===== src/hw/rtl/ghc_pkg.sv =====
// Shared constants, status codes and the arctangent table for the geofence check.
package ghc_pkg;

  localparam int CW       = 34;
  localparam int RAD_BITS = 31;
  localparam int SQ_BITS  = 31;

  localparam logic signed [CW-1:0] LAT_LIMIT = 34'sd900000000;
  localparam logic signed [CW-1:0] LON_LIMIT = 34'sd1800000000;
  localparam logic signed [CW-1:0] LON_TURN  = 34'sd3600000000;
  localparam logic signed [CW-1:0] INV_GAIN  = 34'sd652032874;
  localparam logic signed [CW-1:0] HALF_PI   = 34'sd1686629713;

  localparam logic [30:0] RAD_MUL   = 31'd1686629713;
  localparam logic [30:0] RAD_BIAS  = 31'd900000000;
  localparam logic [31:0] RAD_RECIP = 32'd2562047788;
  localparam logic [33:0] RAD_DIV_1 = 34'd1800000000;
  localparam logic [33:0] RAD_DIV_2 = 34'd3600000000;
  localparam logic [33:0] RAD_DIV_3 = 34'd5400000000;
  localparam logic [30:0] ONE_Q30   = 31'd1073741824;
  localparam logic [23:0] EARTH_2X  = 24'd12742000;
  localparam logic [24:0] DIST_MAX  = 25'd20015087;
  localparam logic [25:0] RADIUS_RESET = 26'd8000;

  localparam logic [1:0] ST_INSIDE  = 2'd0;
  localparam logic [1:0] ST_INVALID = 2'd1;
  localparam logic [1:0] ST_OUTSIDE = 2'd2;

  function automatic logic [30:0] atan_q30(input int i);
    logic [30:0] r;
    case (i)
      0: r = 31'd843314856;
      1: r = 31'd497837829;
      2: r = 31'd263043837;
      3: r = 31'd133525158;
      4: r = 31'd67021686;
      5: r = 31'd33543515;
      6: r = 31'd16775850;
      7: r = 31'd8388437;
      8: r = 31'd4194282;
      9: r = 31'd2097149;
      default: begin
        if (i <= 30) r = 31'((32'd1 << (30 - i)) - 32'd1);
        else r = 31'd0;
      end
    endcase
    return r;
  endfunction

endpackage


===== src/hw/rtl/ghc_div.sv =====
// Pipelined degree-to-radian scaling by reciprocal multiplication, four register stages.
module ghc_div
  import ghc_pkg::*;
(
  input  logic                 clk,
  input  logic                 en,
  input  logic [RAD_BITS-1:0]  mag,
  input  logic                 neg,
  output logic signed [CW-1:0] rad
);

  logic [61:0]         num1, num2, num3;
  logic [RAD_BITS-1:0] qe2, qe3;
  logic [61:0]         qd3;
  logic                sgn1, sgn2, sgn3;
  logic [62:0]         est;
  logic [61:0]         rem;
  logic [RAD_BITS-1:0] quo;

  always_comb begin
    est = 63'(num1[61:31]) * 63'(RAD_RECIP);
    rem = num3 - qd3;
    quo = qe3 + RAD_BITS'(rem[33:0] >= RAD_DIV_1) + RAD_BITS'(rem[33:0] >= RAD_DIV_2) +
          RAD_BITS'(rem[33:0] >= RAD_DIV_3);
  end

  always_ff @(posedge clk) begin
    if (en) begin
      num1 <= 62'(mag) * 62'(RAD_MUL) + 62'(RAD_BIAS);
      sgn1 <= neg;
      num2 <= num1;
      qe2  <= est[61:31];
      sgn2 <= sgn1;
      num3 <= num2;
      qe3  <= qe2;
      qd3  <= 62'(qe2) * 62'(RAD_DIV_1);
      sgn3 <= sgn2;
      if (sgn3) rad <= -$signed({3'b000, quo});
      else rad <= $signed({3'b000, quo});
    end
  end

endmodule


===== config.mk =====
export PLATFORM = sky130hd
export DESIGN_NAME = ghc_div
export DESIGN_NICKNAME = d
export VERILOG_FILES = /design/src/hw/rtl/ghc_pkg.sv /design/src/hw/rtl/ghc_div.sv
export SDC_FILE = /design/constraint.sdc
export NUM_CORES = 2
export LEC_CHECK = 0
export BUFFER_PORTS_ARGS = -buffer_cell sky130_fd_sc_hd__buf_2
export CAP_MARGIN = 20
export CELL_PAD_IN_SITES_DETAIL_PLACEMENT = 1
export CELL_PAD_IN_SITES_GLOBAL_PLACEMENT = 1
export CORE_ASPECT_RATIO = 1.75
export CORE_MARGIN = 3
export CORE_UTILIZATION = 40
export DETAILED_ROUTE_END_ITERATION = 10
export PLACE_DENSITY_LB_ADDON = 0.08
export SLEW_MARGIN = 20
export SYNTH_ARGS = -nofsm -noshare
export SYNTH_HDL_FRONTEND = slang
export SYNTH_SLANG_ARGS = --single-unit

===== constraint.sdc =====
create_clock -name clk -period 15.1 [get_ports clk]
set_input_delay 4.53 -clock clk [delete_from_list [all_inputs] [get_ports clk]]
set_output_delay 4.53 -clock clk [all_outputs]
set_load 0.03 [all_outputs]

==> run metrics <==
Netlist cell types=83; Final Skew=18.5 ps; die width=265 um; Setup TNS Final=0 ps; final setup fails=0; CTS root buffer=clkbuf_16; WP data required=15420 ps; final hold violation count=0; CTS tree=yes; # hold bufs at CTS=0; syn_nets=6188; DRT Pass-1 Iters=5; drt total wl=143 mm; Max-slew headroom=36.5%; grt total ovfl=0; ratio of cells with drive above 1 in the final layout=3.56%; Post-Syn Area=47000 um^2; fin. max-slew vios=0; worst slew pin tran=945 ps; Seq/Total Area, Yosys=14.3%; CTS resizes=0; R2R setup slack=5410 ps; Final nets=6281; Tmin final=11730 ps; Core Rows=165; initial antenna violation count=0; Main synth FF type=edfxtp_1; Final period util=77.7%; fmax=0.0853 GHz; wire length per cell=23.6 um; crit-path max FO=7; worst min-delay path class=reg2reg; pin count of the biggest net entering global routing=90; yosys warns=0; vias in the first global route=36035; status=completed; TritonCTS buffer count=25; number of synthesized flops with an enable pin=224; post-CTS setup buffer count=0; GRT Util Overall=24.2%; initial DRC count=734; Worst-Skew Late Latency=600 ps; Detail Route Antenna Nets=0; die height=459 um; Initial Utilization=40.5%; RSZ-0062 raised after global routing=false; maxcap violations=0; count of port buffers added during placement=67; #FFs+latches synth=224; Critical Path Sink Type=flip-flop; ANT cells=0; total number of vias=30307; drc violations=0; total die area=122000 um^2; Clk pin slew, worst setup/hold paths=70 ps; post-synthesis async set-or-reset flop share=0%; hpwl dp=130 mm; H-tree Lvls=1; Avg Cell Area, Syn=10.6 um^2; GPL Wtd Cong=1.00; fill count=12897; clock sinks=224; core area=116000 um^2; first-pass GRT wire length=217 mm; Via density=5.01; clock buffer depth=3; Setup CP Type=in2reg; Mapped Cells=4435; synth-to-layout area growth=6.75%; IO Pins=68; startpoint types=primary input; CP arrival=12050 ps
## metal layers
metal,track usage (%),part of all wire [%],vias to the layer above
met5,0,0,-
met4,16.6,8.6,0
met3,1.13,1.3,283
met2,50.7,59,435
met1,21.7,31,15570
li1,-,-,14019
## flip-flops by register name, summed over array words and instances, names as in the netlist
register	cells
num3	25
num2	25
qe2	31
rad	34
sgn2	1
sgn3	1
qe3	31
num1	53
qd3	22
sgn1	1
## final cells by class
type / count / area, um^2 / area share, %
Clock inverter: 17 / 225 / 0.449
Sequential cell: 224 / 6730 / 13.4
Clock buffer: 28 / 637 / 1.27
Tap cell: 1503 / 1880 / 3.75
Inverter: 1426 / 5350 / 10.7
Timing Repair Buffer: 91 / 526 / 1.05
Multi-Input combinational cell: 2760 / 34800 / 69.4
## worst max-delay path, stage by stage
cell      delay (ps)
buf_2            170
inv_1            310
fa_1             580
fa_1             460
fa_1             510
inv_1             40
ha_1             270
inv_1             50
fa_1             530
inv_1             50
fa_1             470
inv_1             50
fa_1             450
fa_1             490
inv_1             40
ha_1             340
and3_1           240
a221o_1          330
a21oi_1          280
o221ai_1         160
a21oi_1          540
nand3_1          190
a31o_2           300
a31oi_1          350
o31ai_1          150
xor2_1           160
## cell usage after synthesis, types with 30 or more instances
master    number  area, um^2
inv_1       1425        5350
fa_1         869       17400
ha_1         850       10600
edfxtp_1     224        6730
xnor2_1      137        1200
a21oi_1      127         636
nand2_1      112         420
nor2_1        84         315
xor2_1        69         604
o21ai_0       67         335
a21o_1        56         420
nand3_1       38         190
nor3_1        30         150
## kinds of logic after synthesis
kind of cell | count (synthesis) | share of synthesized area [%]
adder cells (fa/ha/maj) | 1719 | 59.7
AO/OA/AOI/OAI | 425 | 6.04
AND/OR/NAND/NOR | 405 | 4.42
flip-flops | 224 | 14.3
buffers and inverters | 1451 | 11.6
multiplexers | 5 | 0.112
XOR/XNOR | 206 | 3.84
## path summary, 6_finish.rpt
path	end	cells past startpoint	startpoint
worst max-delay path	num1[60]	26	mag[9]
worst min-delay path	num3[32]	0	num2[32]
worst max register to register	qe2[30]	25	num1[47]
worst min register to register	num3[32]	0	num2[32]
## stage by stage
stage	cells	worst slack (ps)	hold slack (ps)	utilization, %	cell area, um^2
CTS	6049	3340	418	43.2	50200
floorplan	4435	3830	400	-	47000
detailed placement	6004	2710	406	42.5	49300
finish	6049	3370	417	43.2	50200
global route	6049	2900	423	43.2	50200
global placement	6004	2850	401	42.5	49300
## cells in the final DEF (no fill, tap or decap), types with 66 or more instances in the layout
cell / Yosys / final
buf_2: 5 / 66
edfxtp_1: 224 / 224
o21ai_0: 67 / 67
xnor2_1: 137 / 137
a21oi_1: 127 / 127
xor2_1: 69 / 69
ha_1: 850 / 850
fa_1: 869 / 869
nor2_1: 84 / 84
inv_1: 1425 / 1425
nand2_1: 112 / 112
Power is left out: the tool's default activity adds up to more than one toggle a clock period on the data nets, which glitch-free logic cannot reach.
