## src/hw/rtl/ghc_pkg.sv

```systemverilog
// Shared constants, status codes and the arctangent table for the geofence check.
package ghc_pkg;

  localparam int CW       = 34;
  localparam int RAD_BITS = 31;
  localparam int SQ_BITS  = 31;

  localparam logic signed [CW-1:0] LAT_LIMIT = 34'sd900000000;
  localparam logic signed [CW-1:0] LON_LIMIT = 34'sd1800000000;
  localparam logic signed [CW-1:0] LON_TURN  = 34'sd3600000000;
  localparam logic signed [CW-1:0] INV_GAIN  = 34'sd652032874;
  localparam logic signed [CW-1:0] HALF_PI   = 34'sd1686629713;

  localparam logic [30:0] RAD_MUL   = 31'd1686629713;
  localparam logic [30:0] RAD_BIAS  = 31'd900000000;
  localparam logic [31:0] RAD_RECIP = 32'd2562047788;
  localparam logic [33:0] RAD_DIV_1 = 34'd1800000000;
  localparam logic [33:0] RAD_DIV_2 = 34'd3600000000;
  localparam logic [33:0] RAD_DIV_3 = 34'd5400000000;
  localparam logic [30:0] ONE_Q30   = 31'd1073741824;
  localparam logic [23:0] EARTH_2X  = 24'd12742000;
  localparam logic [24:0] DIST_MAX  = 25'd20015087;
  localparam logic [25:0] RADIUS_RESET = 26'd8000;

  localparam logic [1:0] ST_INSIDE  = 2'd0;
  localparam logic [1:0] ST_INVALID = 2'd1;
  localparam logic [1:0] ST_OUTSIDE = 2'd2;

  function automatic logic [30:0] atan_q30(input int i);
    logic [30:0] r;
    case (i)
      0: r = 31'd843314856;
      1: r = 31'd497837829;
      2: r = 31'd263043837;
      3: r = 31'd133525158;
      4: r = 31'd67021686;
      5: r = 31'd33543515;
      6: r = 31'd16775850;
      7: r = 31'd8388437;
      8: r = 31'd4194282;
      9: r = 31'd2097149;
      default: begin
        if (i <= 30) r = 31'((32'd1 << (30 - i)) - 32'd1);
        else r = 31'd0;
      end
    endcase
    return r;
  endfunction

endpackage

```

## src/hw/rtl/ghc_sqrt.sv

```systemverilog
// Pipelined restoring square root, one result bit per stage.
module ghc_sqrt
  import ghc_pkg::*;
(
  input  logic               clk,
  input  logic               en,
  input  logic [60:0]        v,
  output logic [SQ_BITS-1:0] root
);

  logic [61:0] rem   [1:SQ_BITS];
  logic [61:0] rt    [1:SQ_BITS];
  logic [61:0] rs    [0:SQ_BITS-1];
  logic [61:0] ts    [0:SQ_BITS-1];
  logic [61:0] rem_n [0:SQ_BITS-1];
  logic [61:0] rt_n  [0:SQ_BITS-1];

  always_comb begin
    rs[0] = {1'b0, v};
    ts[0] = '0;
    for (int k = 1; k < SQ_BITS; k++) begin
      rs[k] = rem[k];
      ts[k] = rt[k];
    end
    for (int k = 0; k < SQ_BITS; k++) begin
      if (rs[k] >= ts[k] + (62'd1 << (2 * (SQ_BITS - 1 - k)))) begin
        rem_n[k] = rs[k] - (ts[k] + (62'd1 << (2 * (SQ_BITS - 1 - k))));
        rt_n[k]  = (ts[k] >> 1) + (62'd1 << (2 * (SQ_BITS - 1 - k)));
      end else begin
        rem_n[k] = rs[k];
        rt_n[k]  = ts[k] >> 1;
      end
    end
  end

  always_ff @(posedge clk) begin
    if (en) begin
      for (int k = 0; k < SQ_BITS; k++) begin
        rem[k+1] <= rem_n[k];
        rt[k+1]  <= rt_n[k];
      end
    end
  end

  assign root = rt[SQ_BITS][SQ_BITS-1:0];

endmodule

```

## config.mk

```make
export PLATFORM = sky130hd
export DESIGN_NAME = ghc_sqrt
export DESIGN_NICKNAME = d
export VERILOG_FILES = /design/src/hw/rtl/ghc_pkg.sv /design/src/hw/rtl/ghc_sqrt.sv
export SDC_FILE = /design/constraint.sdc
export NUM_CORES = 2
export LEC_CHECK = 0
export BUFFER_PORTS_ARGS = -buffer_cell sky130_fd_sc_hd__clkbuf_2
export CORE_ASPECT_RATIO = 1.1
export CORE_MARGIN = 4
export CORE_UTILIZATION = 50
export DETAILED_ROUTE_END_ITERATION = 10
export GPL_TIMING_DRIVEN = 0
export PLACE_DENSITY_LB_ADDON = 0.3
export SLEW_MARGIN = 40
export SYNTH_ARGS = -nofsm -noshare
export SYNTH_HDL_FRONTEND = slang
export SYNTH_SLANG_ARGS = --single-unit
export TNS_END_PERCENT = 5
```

## constraint.sdc

```tcl
create_clock -name clk -period 4.95 [get_ports clk]
set_input_delay 1.2375 -clock clk [delete_from_list [all_inputs] [get_ports clk]]
set_output_delay 1.2375 -clock clk [all_outputs]
set_load 0.02 [all_outputs]
```

==> impl_metrics.prom <==
# TYPE chip_impl_metric gauge
chip_impl_metric{name="synth.yosys.warnings",unit=""} 0
chip_impl_metric{name="core-area",unit="µm²"} 225000
chip_impl_metric{name="io_buffers",unit=""} 92
chip_impl_metric{name="cts_hold_buffers",unit=""} 0
chip_impl_metric{name="die_height",unit="µm"} 507
chip_impl_metric{name="postSynthCellCount",unit=""} 9058
chip_impl_metric{name="drcViolationCount",unit=""} 0
chip_impl_metric{name="initial_core_utilization",unit="%"} 50.4
chip_impl_metric{name="drv.max_cap_violation_count",unit=""} 0
chip_impl_metric{name="pin_count",unit=""} 94
chip_impl_metric{name="die_area",unit="µm²"} 234000
chip_impl_metric{name="cts_buffers",unit=""} 235
chip_impl_metric{name="ctsHtreeMaxLevel",unit=""} 4
chip_impl_metric{name="r2r_slack",unit="ps"} 220
chip_impl_metric{name="post_cts.repair.setup_buffers",unit=""} 0
chip_impl_metric{name="antenna_violating_nets_post_route",unit=""} 0
chip_impl_metric{name="synth_simple_gate_area_share",unit="%"} 12.4
chip_impl_info{name="run_status",value="completed"} 1
chip_impl_metric{name="synth-compound-area-share",unit="%"} 9.26
chip_impl_metric{name="multi_input_area",unit="µm²"} 39300
chip_impl_metric{name="fin_nets",unit=""} 10000
chip_impl_info{name="worstReg2RegStart",value="rem[0][1687]$_DFFE_PP_"} 1
chip_impl_metric{name="drt-initial-drc-count",unit=""} 6946
chip_impl_info{name="grt_setup_unrepaired",value="false"} 1
chip_impl_metric{name="report.final.slew_viol_count",unit=""} 0
chip_impl_metric{name="worstPathMaxFanout",unit=""} 10
chip_impl_metric{name="cp.required",unit="ps"} 5540
chip_impl_metric{name="timing.final.crit_share",unit="%"} 95.6
chip_impl_metric{name="register_area",unit="µm²"} 70700
chip_impl_metric{name="async_flop_share",unit="%"} 0
chip_impl_metric{name="placementRows",unit=""} 182
chip_impl_metric{name="antenna_found_initial",unit=""} 11
chip_impl_metric{name="fin_setup_tns",unit="ps"} 0
chip_impl_metric{name="hpwl",unit="µm"} 212000
chip_impl_metric{name="n_fill_cell",unit=""} 18200
chip_impl_info{name="synth_top_cells_by_area",value="edfxtp_1 (62%), ha_1 (5.8%), xnor2_1 (3.5%), xor2_1 (2.9%), a21oi_1 (2.6%)"} 1
chip_impl_metric{name="sw_frac_of_total",unit="%"} 29.4
chip_impl_metric{name="dr.pass1.iters",unit=""} 8
chip_impl_metric{name="yosys.area_share.xor_xnor",unit="%"} 6.31
chip_impl_metric{name="routed_wirelength",unit="µm"} 278000
chip_impl_metric{name="power_report.internal_total",unit="mW"} 41.3
chip_impl_metric{name="power.static_leakage",unit="nW"} 47.3
chip_impl_info{name="critical_path.endpoint_type",value="register"} 1
chip_impl_metric{name="synth.top_cell.area_share",unit="%"} 62.5
chip_impl_info{name="tritoncts",value="yes"} 1
chip_impl_metric{name="gp_routability_congestion",unit=""} 0.929
chip_impl_metric{name="worst_max_slew_pin_slew",unit="ps"} 889
chip_impl_metric{name="synth-adder-area-share",unit="%"} 5.78
chip_impl_info{name="synth_top_family_by_area",value="simple AND/OR/NAND/NOR gates"} 1
chip_impl_metric{name="cts-root-to-sink-buffers",unit=""} 3
chip_impl_metric{name="final.min_clock_period",unit="ps"} 4730
chip_impl_info{name="start_kind",value="register"} 1
chip_impl_metric{name="detailroute.via_count",unit=""} 73300
chip_impl_metric{name="synth-edff-count",unit=""} 2356
chip_impl_metric{name="synth_sequential_area_ratio",unit="%"} 62.5
chip_impl_metric{name="crit_arrival",unit="ps"} 5320
chip_impl_metric{name="count_of_cells_along_the_worst_register_to_register_path",unit=""} 11
chip_impl_info{name="synth_top_flop_cell",value="edfxtp_1"} 1
chip_impl_metric{name="irDropWorstVdd",unit="mV"} 0.407
chip_impl_metric{name="worst_clock_skew",unit="ps"} 86.4
chip_impl_metric{name="clock_insertion_delay_worst_skew",unit="ps"} 910
chip_impl_metric{name="hold-path-cell-count",unit=""} 0
chip_impl_metric{name="final-setup-viol-count",unit=""} 0
chip_impl_metric{name="timing_hold_violations_final",unit=""} 0
chip_impl_metric{name="pwr-share-seq",unit="%"} 46.8
chip_impl_info{name="worstHoldStart",value="rem[0][634]$_DFFE_PP_"} 1
chip_impl_info{name="layout_commonest_cell",value="edfxtp_1"} 1
chip_impl_info{name="largest_area_contributor_in_the_synthesized_netlist",value="edfxtp_1"} 1
chip_impl_metric{name="globalRoute.totalOverflow",unit=""} 0
chip_impl_metric{name="relSlewSlack",unit="%"} 40.2
chip_impl_info{name="rr_endpoint",value="rem[0][1763]$_DFFE_PP_"} 1
chip_impl_metric{name="postSynthAreaPerCell",unit="µm²"} 12.5
chip_impl_metric{name="layout-area-overhead-vs-synth",unit="%"} 12.0
chip_impl_metric{name="die_span_in_x",unit="µm"} 462
chip_impl_metric{name="final_core_utilization",unit="%"} 56.5
chip_impl_metric{name="first_global_vias",unit=""} 71900
chip_impl_metric{name="grt_usage",unit="%"} 23.4
chip_impl_metric{name="clock_tree_sinks",unit=""} 2356
chip_impl_metric{name="synth.ff_latch_count",unit=""} 2356
chip_impl_metric{name="synth.cell_area",unit="µm²"} 113000
chip_impl_metric{name="switching_power",unit="mW"} 17.2
chip_impl_metric{name="pwr_density_cell",unit="nW/µm²"} 461
chip_impl_metric{name="detail_route.vias_per_cell",unit=""} 5.83
chip_impl_metric{name="finish.cell_count_without_fillers",unit=""} 12600
chip_impl_metric{name="clock_power_share",unit="%"} 32.1
chip_impl_metric{name="sum_of_internal_switching_and_leakage_power",unit="mW"} 58.4
chip_impl_metric{name="max_clk_rate",unit="MHz"} 211
chip_impl_metric{name="pwr-share-comb",unit="%"} 21.1
chip_impl_info{name="min-delay-path-class",value="register to register"} 1
chip_impl_metric{name="post_route_cells_drive_above_1_share",unit="%"} 7.34
chip_impl_metric{name="grt_max_degree",unit=""} 80
chip_impl_metric{name="grt_first_pass_wirelength",unit="µm"} 424000
chip_impl_info{name="holdPathEnd",value="rem[0][696]$_DFFE_PP_"} 1
chip_impl_metric{name="dpl.cell_count",unit=""} 12100
chip_impl_metric{name="drt-wirelength-per-cell",unit="µm"} 22.1
chip_impl_metric{name="yosysUniqueCellTypes",unit=""} 90
chip_impl_metric{name="cts.clk_slew.worst_paths",unit="ps"} 70
chip_impl_info{name="path_class",value="register to register"} 1
chip_impl_info{name="root_buffer",value="clkbuf_16"} 1
chip_impl_metric{name="synthMuxAreaShare",unit="%"} 0.767
chip_impl_info{name="final_cell_mix",value="edfxtp_1 (2356), nor2_1 (674), inv_1 (632), a21oi_1 (590), nand2_1 (530)"} 1
==> critical path, cell delays in order (launching register included) <==
cell	delay, ps
edfxtp_1	430
ha_1	400
and2_1	190
nand3_1	340
or3_1	600
nor4_1	720
a211o_1	250
a31o_2	100
buf_2	260
clkbuf_2	400
clkbuf_1	560
a21oi_1	190
==> how the worst max path moves through the flow <==
stage                     depth (start not counted)                   start                      to
after floorplan                                  10  rem[0][1145]$_DFFE_PP_  rem[0][1239]$_DFFE_PP_
after global placement                            1                      en  rem[0][1910]$_DFFE_PP_
after detailed placement                         11   rt[0][1382]$_DFFE_PP_  rem[0][1461]$_DFFE_PP_
after CTS                                        11  rem[0][1442]$_DFFE_PP_  rem[0][1519]$_DFFE_PP_
after global routing                             13   rt[0][1502]$_DFFE_PP_  rem[0][1563]$_DFFE_PP_
final                                            11  rem[0][1687]$_DFFE_PP_  rem[0][1763]$_DFFE_PP_
==> area by class of cell <==
cell class / instances / area share, %
tap: 2944 / 2.91
inverter: 638 / 1.89
buffer: 231 / 0.797
antenna: 5 / 0.00987
clock buffer: 276 / 4.76
timing repair buffer: 130 / 1.11
clock inverter: 161 / 1.74
multi-input combinational: 5833 / 31.0
sequential: 2356 / 55.8
==> power groups by stage <==
stage | clock network (mW) | registers [mW] | logic [mW]
floorplan | 0 | 26.8 | 8.90
global placement | 0 | 29.6 | 11.9
detailed placement | 0 | 27.8 | 12.1
CTS | 19.1 | 27.4 | 12.2
global route | 20.0 | 27.6 | 13.7
finish | 18.7 | 27.4 | 12.3
==> what timing repair did <==
item | CTS | global route
gates cloned | 0 | 0
resized for setup | 1 | 10
pin swaps | 0 | 1
endpoints found under the setup margin | 6 | 81
==> Yosys cell counts (all sizes together) (172+ instances only) <==
library cell / count
a21oi: 592
xor2: 369
nand3: 176
nor3: 242
nand2: 530
inv: 636
o21ai: 385
nor4: 293
nand4: 172
xnor2: 447
edfxtp: 2356
ha: 523
clkbuf: 175
a21o: 205
nor2: 674
==> logic make-up after synthesis <==
group                    Yosys count
AO/OA/AOI/OAI                   1691
XOR/XNOR                         816
AND/OR/NAND/NOR                 2723
other                              1
multiplexers                      78
adder cells (fa/ha/maj)          523
flip-flops                      2356
buffers and inverters            870
==> state kept, by name, summed over array words and instances (netlist names) <==
signal	cells
rem	1860
rt	496
==> per-layer routing <==
metal	part of all wire (%)	vias up	GRT usage, %
met3	5.4	448	3.06
met5	0.0047	-	0
met4	2.5	2	6.38
met1	43	36100	31.6
met2	49	2175	39.8
li1	-	34600	-
==> metrics by stage <==
step	hold WS (ps)	setup slack (ps)	instance area [µm²]
6_report	415	219	127000
2_1_floorplan	417	1490	113000
4_1_cts	403	63.1	127000
3_5_place_dp	428	6.27	118000
5_1_grt	425	32.4	127000
3_3_place_gp	426	-37300	117000
Note: power is estimated with default switching activity, not from simulation.
